**src/design/spq_pkg.sv**
```systemverilog
// Shared types and constants for the sorted priority queue.
`default_nettype none
package spq_pkg;
    localparam int CAPACITY_DEF = 16;
    localparam int KEY_W        = 32;
    localparam int VALUE_W      = 32;
    localparam int SIZE_W       = 11;
    localparam int IN_DATA_W    = 112;
    localparam int OUT_DATA_W   = 80;

    typedef enum logic [1:0] {
        ACT_ENQ   = 2'd0,
        ACT_DEQ   = 2'd1,
        ACT_RANGE = 2'd2,
        ACT_NONE  = 2'd3
    } t_action;

    typedef struct packed {
        logic [SIZE_W-1:0]  size;
        logic [VALUE_W-1:0] value;
        logic [KEY_W-1:0]   key;
    } t_entry;

    localparam int ENTRY_W = $bits(t_entry);
endpackage
`default_nettype wire

```
**src/design/spq_mem.sv**
```systemverilog
// Slot memory: one write port, one read port with registered read data.
`default_nettype none
module spq_mem #(
    parameter int DEPTH = spq_pkg::CAPACITY_DEF,
    parameter int AW    = $clog2(DEPTH)
) (
    input  wire logic            i_clk,
    input  wire logic            i_we,
    input  wire logic [AW-1:0]   i_waddr,
    input  wire spq_pkg::t_entry i_wdata,
    input  wire logic            i_re,
    input  wire logic [AW-1:0]   i_raddr,
    output spq_pkg::t_entry      o_rdata
);
    spq_pkg::t_entry r_mem [DEPTH];
    spq_pkg::t_entry r_rdata;

    // write port
    always_ff @(posedge i_clk) begin
        if (i_we) begin
            r_mem[i_waddr] <= i_wdata;
        end
    end

    // read port, data holds until the next read
    always_ff @(posedge i_clk) begin
        if (i_re) begin
            r_rdata <= r_mem[i_raddr];
        end
    end

    assign o_rdata = r_rdata;
endmodule
`default_nettype wire

```
**src/design/sorted_priority_queue_with_update.sv**
```systemverilog
// Top level: sorted priority queue with key update, slots held in one memory.
// Enqueue, dequeue and range walk the stored slots one step at a time, and output stalls
// hold them; each slot step is a memory read and then a compare or write-back, set by the
// single read port.
// One item at a time: the next beat is taken only once the sequencer is back in idle, after the last result is staged.
// Synchronous active-low reset empties the queue and drops any pending result.
`default_nettype none
module sorted_priority_queue_with_update #(
    parameter int CAPACITY = spq_pkg::CAPACITY_DEF
) (
    input  wire logic                           i_clk,
    input  wire logic                           i_rst_n,
    input  wire logic                           s_axis_tvalid,
    output logic                                s_axis_tready,
    // tdata: key[31:0], range_end[63:32], value[95:64], size[106:96], zero pad
    input  wire logic [spq_pkg::IN_DATA_W-1:0]  s_axis_tdata,
    // tuser: action[1:0]
    input  wire logic [1:0]                     s_axis_tuser,
    output logic                                m_axis_tvalid,
    input  wire logic                           m_axis_tready,
    // tdata: out_key[31:0], out_value[63:32], out_size[74:64], zero pad
    output logic [spq_pkg::OUT_DATA_W-1:0]      m_axis_tdata,
    // tuser: success
    output logic                                m_axis_tuser,
    output logic                                m_axis_tlast
);
    localparam int AW = $clog2(CAPACITY);
    localparam int OW = $clog2(CAPACITY + 1);
    localparam logic [OW-1:0] CAP_CNT = OW'(CAPACITY);

    typedef enum logic [11:0] {
        S_IDLE    = 12'b0000_0000_0001,
        S_FIND_RD = 12'b0000_0000_0010,
        S_FIND_CP = 12'b0000_0000_0100,
        S_UP_RD   = 12'b0000_0000_1000,
        S_UP_WR   = 12'b0000_0001_0000,
        S_DEQ_CP  = 12'b0000_0010_0000,
        S_DN_RD   = 12'b0000_0100_0000,
        S_DN_WR   = 12'b0000_1000_0000,
        S_RNG_RD  = 12'b0001_0000_0000,
        S_RNG_CP  = 12'b0010_0000_0000,
        S_RNG_END = 12'b0100_0000_0000,
        S_EMIT    = 12'b1000_0000_0000
    } t_state;

    t_state r_state, n_state;
    logic [OW-1:0] r_occ, n_occ, r_idx, n_idx, r_pos, n_pos;
    spq_pkg::t_entry r_in, n_in, r_res, n_res, r_pend, n_pend;
    logic [spq_pkg::KEY_W-1:0] r_end, n_end;
    logic r_ok, n_ok, r_pend_v, n_pend_v;
    logic r_ov, n_ov, r_olast, n_olast, r_ook, n_ook;
    spq_pkg::t_entry r_odat, n_odat;

    logic mem_we, mem_re;
    logic [AW-1:0] mem_waddr, mem_raddr;
    spq_pkg::t_entry mem_wdata, rdata;
    logic [OW-1:0] idx_dec, idx_inc;
    logic out_free, in_beat, hit;
    spq_pkg::t_entry zero_e;

    spq_mem #(.DEPTH(CAPACITY), .AW(AW)) u_mem (
        .i_clk   (i_clk),
        .i_we    (mem_we),
        .i_waddr (mem_waddr),
        .i_wdata (mem_wdata),
        .i_re    (mem_re),
        .i_raddr (mem_raddr),
        .o_rdata (rdata)
    );

    assign s_axis_tready = (r_state == S_IDLE);
    assign in_beat  = s_axis_tvalid && s_axis_tready;
    assign out_free = !r_ov || m_axis_tready;
    assign idx_dec  = r_idx - 1'b1;
    assign idx_inc  = r_idx + 1'b1;
    assign zero_e   = '0;
    assign hit      = (rdata.key >= r_in.key) && (rdata.key <= r_end);

    // sequencer
    always_comb begin
        n_state = r_state; n_occ = r_occ; n_idx = r_idx; n_pos = r_pos;
        n_in = r_in; n_end = r_end; n_res = r_res; n_ok = r_ok;
        n_pend = r_pend; n_pend_v = r_pend_v;
        n_ov = r_ov && !m_axis_tready; n_olast = r_olast; n_ook = r_ook; n_odat = r_odat;
        mem_we = 1'b0; mem_waddr = r_idx[AW-1:0]; mem_wdata = rdata;
        mem_re = 1'b0; mem_raddr = r_idx[AW-1:0];
        case (r_state)
            S_IDLE: begin
                if (in_beat) begin
                    n_in.key   = s_axis_tdata[31:0];
                    n_end      = s_axis_tdata[63:32];
                    n_in.value = s_axis_tdata[95:64];
                    n_in.size  = s_axis_tdata[106:96];
                    n_idx = '0; n_pend_v = 1'b0;
                    n_res = zero_e; n_ok = 1'b0;
                    case (s_axis_tuser)
                        spq_pkg::ACT_ENQ:
                            n_state = (s_axis_tdata[106:96] == '0) ? S_EMIT : S_FIND_RD;
                        spq_pkg::ACT_DEQ: begin
                            if (r_occ == '0) begin
                                n_state = S_EMIT;
                            end else begin
                                mem_re = 1'b1; mem_raddr = '0;
                                n_state = S_DEQ_CP;
                            end
                        end
                        spq_pkg::ACT_RANGE: n_state = S_RNG_RD;
                        default: n_state = S_EMIT;
                    endcase
                end
            end
            S_FIND_RD: begin
                if (r_idx == r_occ) begin
                    n_pos = r_idx;
                    n_state = (r_occ >= CAP_CNT) ? S_EMIT : S_UP_RD;
                end else begin
                    mem_re = 1'b1;
                    n_state = S_FIND_CP;
                end
            end
            S_FIND_CP: begin
                if (r_in.key < rdata.key) begin
                    n_idx = idx_inc;
                    n_state = S_FIND_RD;
                end else if (r_in.key == rdata.key) begin
                    mem_we = 1'b1; mem_wdata = r_in;
                    n_res = r_in; n_ok = 1'b1;
                    n_state = S_EMIT;
                end else begin
                    n_pos = r_idx; n_idx = r_occ;
                    n_state = (r_occ >= CAP_CNT) ? S_EMIT : S_UP_RD;
                end
            end
            // open a gap at the sorted place, walking down from the end
            S_UP_RD: begin
                if (r_idx == r_pos) begin
                    mem_we = 1'b1; mem_wdata = r_in;
                    n_occ = r_occ + 1'b1;
                    n_res = r_in; n_ok = 1'b1;
                    n_state = S_EMIT;
                end else begin
                    mem_re = 1'b1; mem_raddr = idx_dec[AW-1:0];
                    n_state = S_UP_WR;
                end
            end
            S_UP_WR: begin
                mem_we = 1'b1;
                n_idx = idx_dec;
                n_state = S_UP_RD;
            end
            S_DEQ_CP: begin
                n_res = rdata; n_ok = 1'b1;
                n_state = S_DN_RD;
            end
            // close the gap at the head
            S_DN_RD: begin
                if (idx_inc >= r_occ) begin
                    n_occ = r_occ - 1'b1;
                    n_state = S_EMIT;
                end else begin
                    mem_re = 1'b1; mem_raddr = idx_inc[AW-1:0];
                    n_state = S_DN_WR;
                end
            end
            S_DN_WR: begin
                mem_we = 1'b1;
                n_idx = idx_inc;
                n_state = S_DN_RD;
            end
            S_RNG_RD: begin
                if (r_idx == r_occ) begin
                    n_state = S_RNG_END;
                end else begin
                    mem_re = 1'b1;
                    n_state = S_RNG_CP;
                end
            end
            // a match is held back one step so the final one can carry last
            S_RNG_CP: begin
                if (!hit) begin
                    n_idx = idx_inc; n_state = S_RNG_RD;
                end else if (!r_pend_v) begin
                    n_pend = rdata; n_pend_v = 1'b1;
                    n_idx = idx_inc; n_state = S_RNG_RD;
                end else if (out_free) begin
                    n_ov = 1'b1; n_odat = r_pend; n_ook = 1'b1; n_olast = 1'b0;
                    n_pend = rdata;
                    n_idx = idx_inc; n_state = S_RNG_RD;
                end
            end
            S_RNG_END: begin
                if (r_pend_v) begin
                    n_res = r_pend; n_ok = 1'b1;
                end
                n_state = S_EMIT;
            end
            S_EMIT: begin
                if (out_free) begin
                    n_ov = 1'b1; n_odat = r_res; n_ook = r_ok; n_olast = 1'b1;
                    n_state = S_IDLE;
                end
            end
            default: n_state = S_IDLE;
        endcase
    end

    // control state
    always_ff @(posedge i_clk) begin
        if (!i_rst_n) begin
            r_state <= S_IDLE;
            r_occ   <= '0;
            r_ov    <= 1'b0;
        end else begin
            r_state <= n_state;
            r_occ   <= n_occ;
            r_ov    <= n_ov;
        end
    end

    // payload
    always_ff @(posedge i_clk) begin
        r_idx <= n_idx; r_pos <= n_pos; r_in <= n_in; r_end <= n_end;
        r_res <= n_res; r_ok <= n_ok; r_pend <= n_pend; r_pend_v <= n_pend_v;
        r_odat <= n_odat; r_ook <= n_ook; r_olast <= n_olast;
    end

    assign m_axis_tvalid = r_ov;
    assign m_axis_tdata  = {5'd0, r_ook ? r_odat : zero_e};
    assign m_axis_tuser  = r_ook;
    assign m_axis_tlast  = r_olast;
endmodule
`default_nettype wire

```
**config.mk**
```make
export PLATFORM = sky130hd
export DESIGN_NAME = sorted_priority_queue_with_update
export DESIGN_NICKNAME = d
export VERILOG_FILES = /design/src/design/spq_pkg.sv /design/src/design/spq_mem.sv /design/src/design/sorted_priority_queue_with_update.sv
export SDC_FILE = /design/constraint.sdc
export NUM_CORES = 2
export LEC_CHECK = 0
export ABC_CLOCK_PERIOD_IN_PS = 12900
export BUFFER_PORTS_ARGS = -buffer_cell sky130_fd_sc_hd__buf_4
export CORE_ASPECT_RATIO = 0.8
export CORE_MARGIN = 2
export CORE_UTILIZATION = 40
export CTS_CLUSTER_SIZE = 20
export DETAILED_ROUTE_END_ITERATION = 10
export GPL_ROUTABILITY_DRIVEN = 0
export PLACE_DENSITY = 0.59
export SETUP_SLACK_MARGIN = 0.4
export SLEW_MARGIN = 20
export SYNTH_ARGS = -nofsm -noshare
export SYNTH_HDL_FRONTEND = slang
export SYNTH_HIERARCHICAL = 1
export SYNTH_SLANG_ARGS = --single-unit
```
**constraint.sdc**
```tcl
create_clock -name i_clk -period 12.9 [get_ports i_clk]
set_input_delay 2.58 -clock i_clk [delete_from_list [all_inputs] [get_ports i_clk]]
set_output_delay 2.58 -clock i_clk [all_outputs]
set_load 0.005 [all_outputs]
```
# ---- Word level (Yosys, flattened, before mapping)
# Memories as Yosys holds them, arrays and structs flattened. A register that Yosys moved wholly into a read port is not among the register bits.
# Cells that the tools add are included.
dict set report classes {
  addsub 4
  order_cmp 5
  eq_ne 32
  muxes 88
  reduce_logical 27
}
# op count
set op_table {}
lappend op_table {{$mux W75} 15}
lappend op_table {{$pmux W75 S5} 1}
lappend op_table {{$pmux W75 S2} 2}
lappend op_table {{$mux W12} 13}
lappend op_table {{$pmux W12 S11} 1}
lappend op_table {{$mux W5} 11}
lappend op_table {{$pmux W12 S3} 1}
lappend op_table {{$eq A32 B32 Y1} 1}
lappend op_table {{$ge A32 B32 Y1} 1}
lappend op_table {{$le A32 B32 Y1} 1}
lappend op_table {{$lt A32 B32 Y1} 1}
lappend op_table {{$mux W1} 27}
lappend op_table {{$pmux W5 S5} 1}
lappend op_table {{$ne A2 B2 Y1 const B} 11}
lappend op_table {{$mux W4} 5}
lappend op_table {{$pmux W5 S2} 2}
lappend op_table {{$eq A12 B1 Y1 const B} 1}
lappend op_table {{$eq A12 B10 Y1 const B} 1}
lappend op_table {{$eq A12 B11 Y1 const B} 1}
lappend op_table {{$eq A12 B12 Y1 const B} 1}
lappend op_table {{$eq A12 B2 Y1 const B} 1}
lappend op_table {{$eq A12 B3 Y1 const B} 1}
lappend op_table {{$eq A12 B4 Y1 const B} 1}
lappend op_table {{$eq A12 B5 Y1 const B} 1}
lappend op_table {{34 further kinds} 54}
dict set report word_totals {
  ff_bits 364
  ram_bits 1200
  inputBits 118
  output_inout_bits 84
  word_cells 179
  n_memories 1
}
# memory depth width read_ports rd_clocked_by_memory_dff wr line_no
set memory_table {}
lappend memory_table {u_mem.r_mem 16 75 1 1 1 spq_mem.sv:15} ;# spq_pkg::t_entry r_mem [DEPTH];

# ---- Logic depth before layout (Yosys ltp)
dict set report depth {
  word_depth 6
  depth_mapped 19
  ltp_nobuf 14
}

# ---- By module
# Netlist, hierarchy kept.
# mod instances cells_per_inst area_per_inst_um2 seq_area_each_um2
set by_module_without_submodules {}
lappend by_module_without_submodules {spq_mem 1 1926 47068.9 38286.7}
lappend by_module_without_submodules {sorted_priority_queue_with_update 1 1378 17593.1 10750.3}

# ---- Worst setup path before layout
# No wires, ideal clock.
dict set report synth_timing {
  path_kind {input -> register}
  start {input s_axis_tvalid}
  end {register r_ok, enable pin}
  setup_time_ns 0.623
  arrival_time_ns 8.455
  t_required_ns 12.277
  path_slack_ns 3.822
  stages 4
  cell_sequence {nor2_1 -> a21oi_1 -> nand3_1 -> a211oi_1}
}
dict set report synth_between {
  elab_chain_len 3
}
# item line_no
set synth_lines {}
lappend synth_lines {{from (decl)} sorted_priority_queue_with_update.sv:13} ;# input wire logic s_axis_tvalid,
lappend synth_lines {{$logic_and A1 B1 Y1} sorted_priority_queue_with_update.sv:72} ;# assign in_beat = s_axis_tvalid && s_axis_tready;
lappend synth_lines {{$ne A2 B1 Y1 (no line)} -}
lappend synth_lines {{$reduce_and A6 Y1 (no line)} -}
lappend synth_lines {{to (signal assigned)} sorted_priority_queue_with_update.sv:223} ;# r_res <= n_res; r_ok <= n_ok; r_pend <= n_pend; r_pend_v <= n_pend_v;
lappend synth_lines {{to (decl)} sorted_priority_queue_with_update.sv:50} ;# logic r_ok, n_ok, r_pend_v, n_pend_v;
# No other way between the ends.
# A chain may end at the register's enable or synchronous reset.

# ---- Worst setup path in the final report
dict set report layout_timing {
  start {register, netlist name u_mem/o_rdata[31]}
  end {memory u_mem/r_mem[0][40] (netlist bit), enable pin}
}
dict set report layout_between {
  elab_chain_len 6
  elab_cells_between_ends 7
  cone_classes {order compare (1); eq/ne (1); mux (5)}
}
# item line_no
set layout_lines {}
lappend layout_lines {{parallel branches: the longest is 2 deep, another holds $lt A32 B32 Y1} -}
lappend layout_lines {{$mux W1 *} sorted_priority_queue_with_update.sv:122} ;# if (r_in.key < rdata.key) begin
lappend layout_lines {{$pmux W1 S3 *} sorted_priority_queue_with_update.sv:87} ;# case (r_state)
lappend layout_lines {{via mem_we} sorted_priority_queue_with_update.sv:54} ;# logic mem_we, mem_re;
lappend layout_lines {{$mux W1 *} spq_mem.sv:20} ;# if (i_we) begin
lappend layout_lines {{$mux W1 (not written as such) *} spq_mem.sv:21} ;# r_mem[i_waddr] <= i_wdata;
lappend layout_lines {{to (decl)} spq_mem.sv:15}
# Mark *: on every way through the listed nets, which the timed path passes.

==> summary by stage <==
Run status
The flow ran to the end, and the final reports show no timing, DRC or antenna violations.

Clocking
Clock latency on the worst-skew pair, taken at its later pin, is 0.78 ns. After clock tree synthesis, the setup repair step added 0 buffers. The clock passes through at most 3 buffers. Gates resized during post-CTS repair numbered 0.

The H-tree depth reported by CTS is 4. The number of hold buffers added after CTS was 0. CTS saw 1639 sinks.

Clock tree synthesis inserted a total of 165 buffers. The clock edge transition at the registers on the reported setup and hold paths is 0.07 ns. The root buffer cell chosen for the clock tree is sky130_fd_sc_hd__clkbuf_16.

The TritonCTS clock tree is done.

Yosys
The dominant register cell in the synthesized netlist is sky130_fd_sc_hd__edfxtp_1. The count of flip-flops with a built-in enable after synthesis is 1621. The dominant cell type by area after synthesis is sky130_fd_sc_hd__edfxtp_1. Of the synthesized area, sequential elements account for 0.758.

The mapped netlist covers 64700 sq um. Counting distinct cell types in the post-synthesis netlist gives 60. Synthesis inferred 1639 register bits. In the post-synthesis netlist, the biggest area contributors are sky130_fd_sc_hd__edfxtp_1, sky130_fd_sc_hd__mux4_2, sky130_fd_sc_hd__a22oi_1. The portion of synthesized cell area occupied by the leading cell type is 0.753.

Of all flip-flops after synthesis, the portion carrying an async set or reset was 0. The number of cells produced by synthesis is 3304. The Yosys step of the flow raised 6 warnings. Dividing the synthesized area by the synthesized cell count gives 19.6 sq um.

Final layout
For this run, the post-layout net count is around 3800. The share of layout cells above drive strength 1 is 0.261. Compared with the post-synthesis result, the final layout area differs by 14.9%. The finished cells cover 74300 sq um.

0 antenna diodes ended up in the layout.

Floorplan
The initial utilization of the core area, before any placement, comes to 0.404. The floorplan step defined a die boundary enclosing 165000 sq um. The floorplan has 131 rows. The die extent in x is ~450 um.

Pin placement for this block handled 202 I/O pins. From bottom edge to top edge, the die measures 364 um. The area inside the core boundary is 160000 sq um.

Worst setup path
The longest individual stage delay on the worst path is 1.00 ns. The slowest stage of the critical path belongs to the cell sky130_fd_sc_hd__nor4_1. The nature of the critical path startpoint is a register. Together, buffers and inverters on the worst path number 4.

In this run the worst path has a maximum fanout of 43. STA classifies the critical path endpoint as a register. Among cell families on the critical path, the largest total delay comes from simple AND/OR/NAND/NOR gates.

The worst reg-to-reg setup slack is around 6.7 ns. For the worst setup path, the data required time is about 13 ns. Walking the worst path, the cells encountered are inv_1 > ha_1 > nand4_1 > nor4_1 > inv_1 > a31oi_1 > nor2_1 > o311ai_0 > or3b_2 > nor3_2 > buf_4 > buf_4. Data arrives at the worst endpoint at 6.57 ns. The critical path in this run is classified as reg2reg.

Global routing
In the global route stage, met2 resource usage came out at 0.314. The via count of the first global-routing pass is between 30000 and 40000. The sum of overflow across all layers after global routing is 0. For met1 alone, demand over resource in global routing was 0.268. Entering global routing, the biggest net connects 121 pins. The wire length of the first global-routing pass is between 200 and 250 mm. The number of antenna violations at the first check in global routing came to 0. The met3 global-route usage is 0.0264. The most used routing layer in global routing is met2.

Across every metal layer, demand over resource in global routing totals 0.190.

STA
The worst setup skew after layout is 0.0395 ns. In the finished design, the share of the clock period the worst path needs comes to 0.480. Setup repair after global routing left no endpoint under its margin. The count of final hold-check violations is 0.

The worst path in the final design needs a cycle of 6.20 ns, including I/O delays and setup. Setup violations remaining at the end of the flow were counted as 0. Timing would allow up to 161 MHz. The max-slew violation total from the final report is 0. For the pin with the worst max-slew slack, the measured transition is 1.11 ns. The total negative slack is 0 ns. Headroom to the max-slew limit came out at 0.251.

Power and ir drop
The worst vdd rail ir drop is 0.143 mV. Power spread over the standard cell area amounts to 166 nW/um^2. The total leakage power is between 20 and 25 nW.

Place
The placed standard-cell area is 69100 sq um. The HPWL after detailed placement is 83.9 mm. The port buffer count is approximately 190.

Routing
In the routed design, unresolved DRC markers number 0. The routed length per instance is 26.8 um. The number of detailed-routing iterations run before antenna repair is 7. The detail route stage leaves a number of antenna-violating nets equal to 0. Wires add up to 157 mm. The number of vias per cell after detailed routing is 5.55. The detailed router finished its first iteration with 3255 violations.

The via count is 32584.

Min path
The path category of the worst min-delay check is reg2reg.

Flow run
The tool flagged a number of max-cap violations equal to 0.
[path summary, 6_finish.rpt]
path / from / end / cells past startpoint
min reg2reg: u_mem/o_rdata[45]$_DFFE_PP_ / r_pend[45]$_DFFE_PP_ / 0
max reg2reg: u_mem/o_rdata[31]$_DFFE_PP_ / u_mem/r_mem[0][40]$_DFFE_PP_ / 12
max: u_mem/o_rdata[31]$_DFFE_PP_ / u_mem/r_mem[0][40]$_DFFE_PP_ / 12
min: u_mem/o_rdata[45]$_DFFE_PP_ / r_pend[45]$_DFFE_PP_ / 0
[through the flow]
| stage | setup slack (ns) | power [mW] | utilization | hold WS [ns] | cells |
|---|---|---|---|---|---|
| 6_report | 6.70 | 12.4 | 0.465 | 0.477 | 5868 |
| 5_1_grt | 6.32 | 12.8 | 0.465 | 0.491 | 5868 |
| 4_1_cts | 6.74 | 12.5 | 0.465 | 0.479 | 5868 |
| 3_5_place_dp | 6.35 | 7.84 | 0.432 | 0.468 | 5571 |
| 3_3_place_gp | 6.33 | 7.83 | 0.432 | 0.459 | 5571 |
| 2_1_floorplan | 3.82 | 7.36 | - | 0.445 | 3308 |
[metal layers]
layer  vias up  wire length (um)
met3       183              8420
met4         0              3010
li1      14024                 -
met1     17376             68500
met2      1001             77500
met5         -                 0
[registers in the layout, summed over array words and instances, names as in the netlist]
signal	flops
r_pend_v	1
r_in	75
r_end	32
r_occ	5
r_ok	1
r_idx	5
m_axis_tuser	1
r_pos	5
r_res	75
r_state	12
m_axis_tlast	1
m_axis_tvalid	1
u_mem/o_rdata	75
r_pend	75
u_mem/r_mem	1200
r_odat	75
[area by class of cell]
class | instances | area, sq um
fillers | 13465 | 85600
flip-flops and latches | 1639 | 49000
multi-input cells | 1384 | 14600
clock buffers | 203 | 4370
well taps | 2128 | 2660
repair buffers | 306 | 2350
clock inverters | 94 | 867
inverters | 114 | 428
[cell usage in the layout (no fill, tap or decap), types with 11 or more instances in the layout]
cell type,netlist,layout
sky130_fd_sc_hd__a21oi_1,43,42
sky130_fd_sc_hd__nor4_1,13,11
sky130_fd_sc_hd__and2_1,108,107
sky130_fd_sc_hd__nand2b_1,13,13
sky130_fd_sc_hd__mux2_4,26,26
sky130_fd_sc_hd__nand2_1,221,220
sky130_fd_sc_hd__nor2_4,0,15
sky130_fd_sc_hd__mux4_2,300,300
sky130_fd_sc_hd__nor3_1,19,15
sky130_fd_sc_hd__nand3_1,14,14
sky130_fd_sc_hd__mux2_2,77,77
sky130_fd_sc_hd__dfxtp_1,18,18
sky130_fd_sc_hd__clkinv_2,0,26
sky130_fd_sc_hd__nor2_1,57,42
sky130_fd_sc_hd__o21ai_0,69,69
sky130_fd_sc_hd__clkbuf_1,101,33
sky130_fd_sc_hd__clkinv_1,0,39
sky130_fd_sc_hd__buf_4,31,302
sky130_fd_sc_hd__ha_1,74,74
sky130_fd_sc_hd__a221o_1,32,31
sky130_fd_sc_hd__bufinv_16,0,13
sky130_fd_sc_hd__xnor2_1,16,16
sky130_fd_sc_hd__edfxtp_1,1621,1621
sky130_fd_sc_hd__clkbuf_16,0,169
sky130_fd_sc_hd__inv_1,113,113
sky130_fd_sc_hd__a222oi_1,32,32
sky130_fd_sc_hd__a22oi_1,167,167
sky130_fd_sc_hd__nand4_1,16,16
[kinds of logic after synthesis]
kind of cell             synth area share
multiplexers                        0.124
AO/OA/AOI/OAI                      0.0429
buffers and inverters              0.0197
other                           0.0000580
adder cells (fa/ha/maj)            0.0146
flip-flops                          0.758
XOR/XNOR                          0.00325
AND/OR/NAND/NOR                    0.0369
[where the power goes]
group	total, mW	leakage (nW)	internal, mW	switching (mW)
Combinational	1.56	7.29	0.670	0.894
Clock	4.66	2.54	2.67	1.99
Sequential	6.14	14.9	6.05	0.0889
Total	12.4	24.7	9.39	2.97
[cells in the mapped netlist, types with 3 or more instances]
library cell               instances
sky130_fd_sc_hd__a22oi_1         167
sky130_fd_sc_hd__and2_1          108
sky130_fd_sc_hd__nand4_1          16
sky130_fd_sc_hd__mux2_2           77
sky130_fd_sc_hd__buf_6             8
sky130_fd_sc_hd__buf_1            11
sky130_fd_sc_hd__or3_4             3
sky130_fd_sc_hd__nand3b_1          4
sky130_fd_sc_hd__or3_1             3
sky130_fd_sc_hd__nand2_1         221
sky130_fd_sc_hd__a211oi_1          6
sky130_fd_sc_hd__xor2_1            8
sky130_fd_sc_hd__nor2_1           57
sky130_fd_sc_hd__nor4_1           13
sky130_fd_sc_hd__edfxtp_1       1621
sky130_fd_sc_hd__a21oi_1          43
sky130_fd_sc_hd__a221oi_1          3
sky130_fd_sc_hd__xnor2_1          16
sky130_fd_sc_hd__nor3_1           19
sky130_fd_sc_hd__nand2b_1         13
sky130_fd_sc_hd__a222oi_1         32
sky130_fd_sc_hd__a31oi_1           6
sky130_fd_sc_hd__buf_4            31
sky130_fd_sc_hd__mux2_4           26
sky130_fd_sc_hd__mux4_2          300
sky130_fd_sc_hd__buf_2            20
sky130_fd_sc_hd__dfxtp_1          18
sky130_fd_sc_hd__clkbuf_1        101
sky130_fd_sc_hd__inv_1           113
sky130_fd_sc_hd__o21a_1            3
sky130_fd_sc_hd__o21ai_0          69
sky130_fd_sc_hd__nor3b_1           3
sky130_fd_sc_hd__nand3_1          14
sky130_fd_sc_hd__nor2b_1           6
sky130_fd_sc_hd__a221o_1          32
sky130_fd_sc_hd__a21o_1            8
sky130_fd_sc_hd__ha_1             74
No activity file was read; power rests on OpenSTA's default activity.
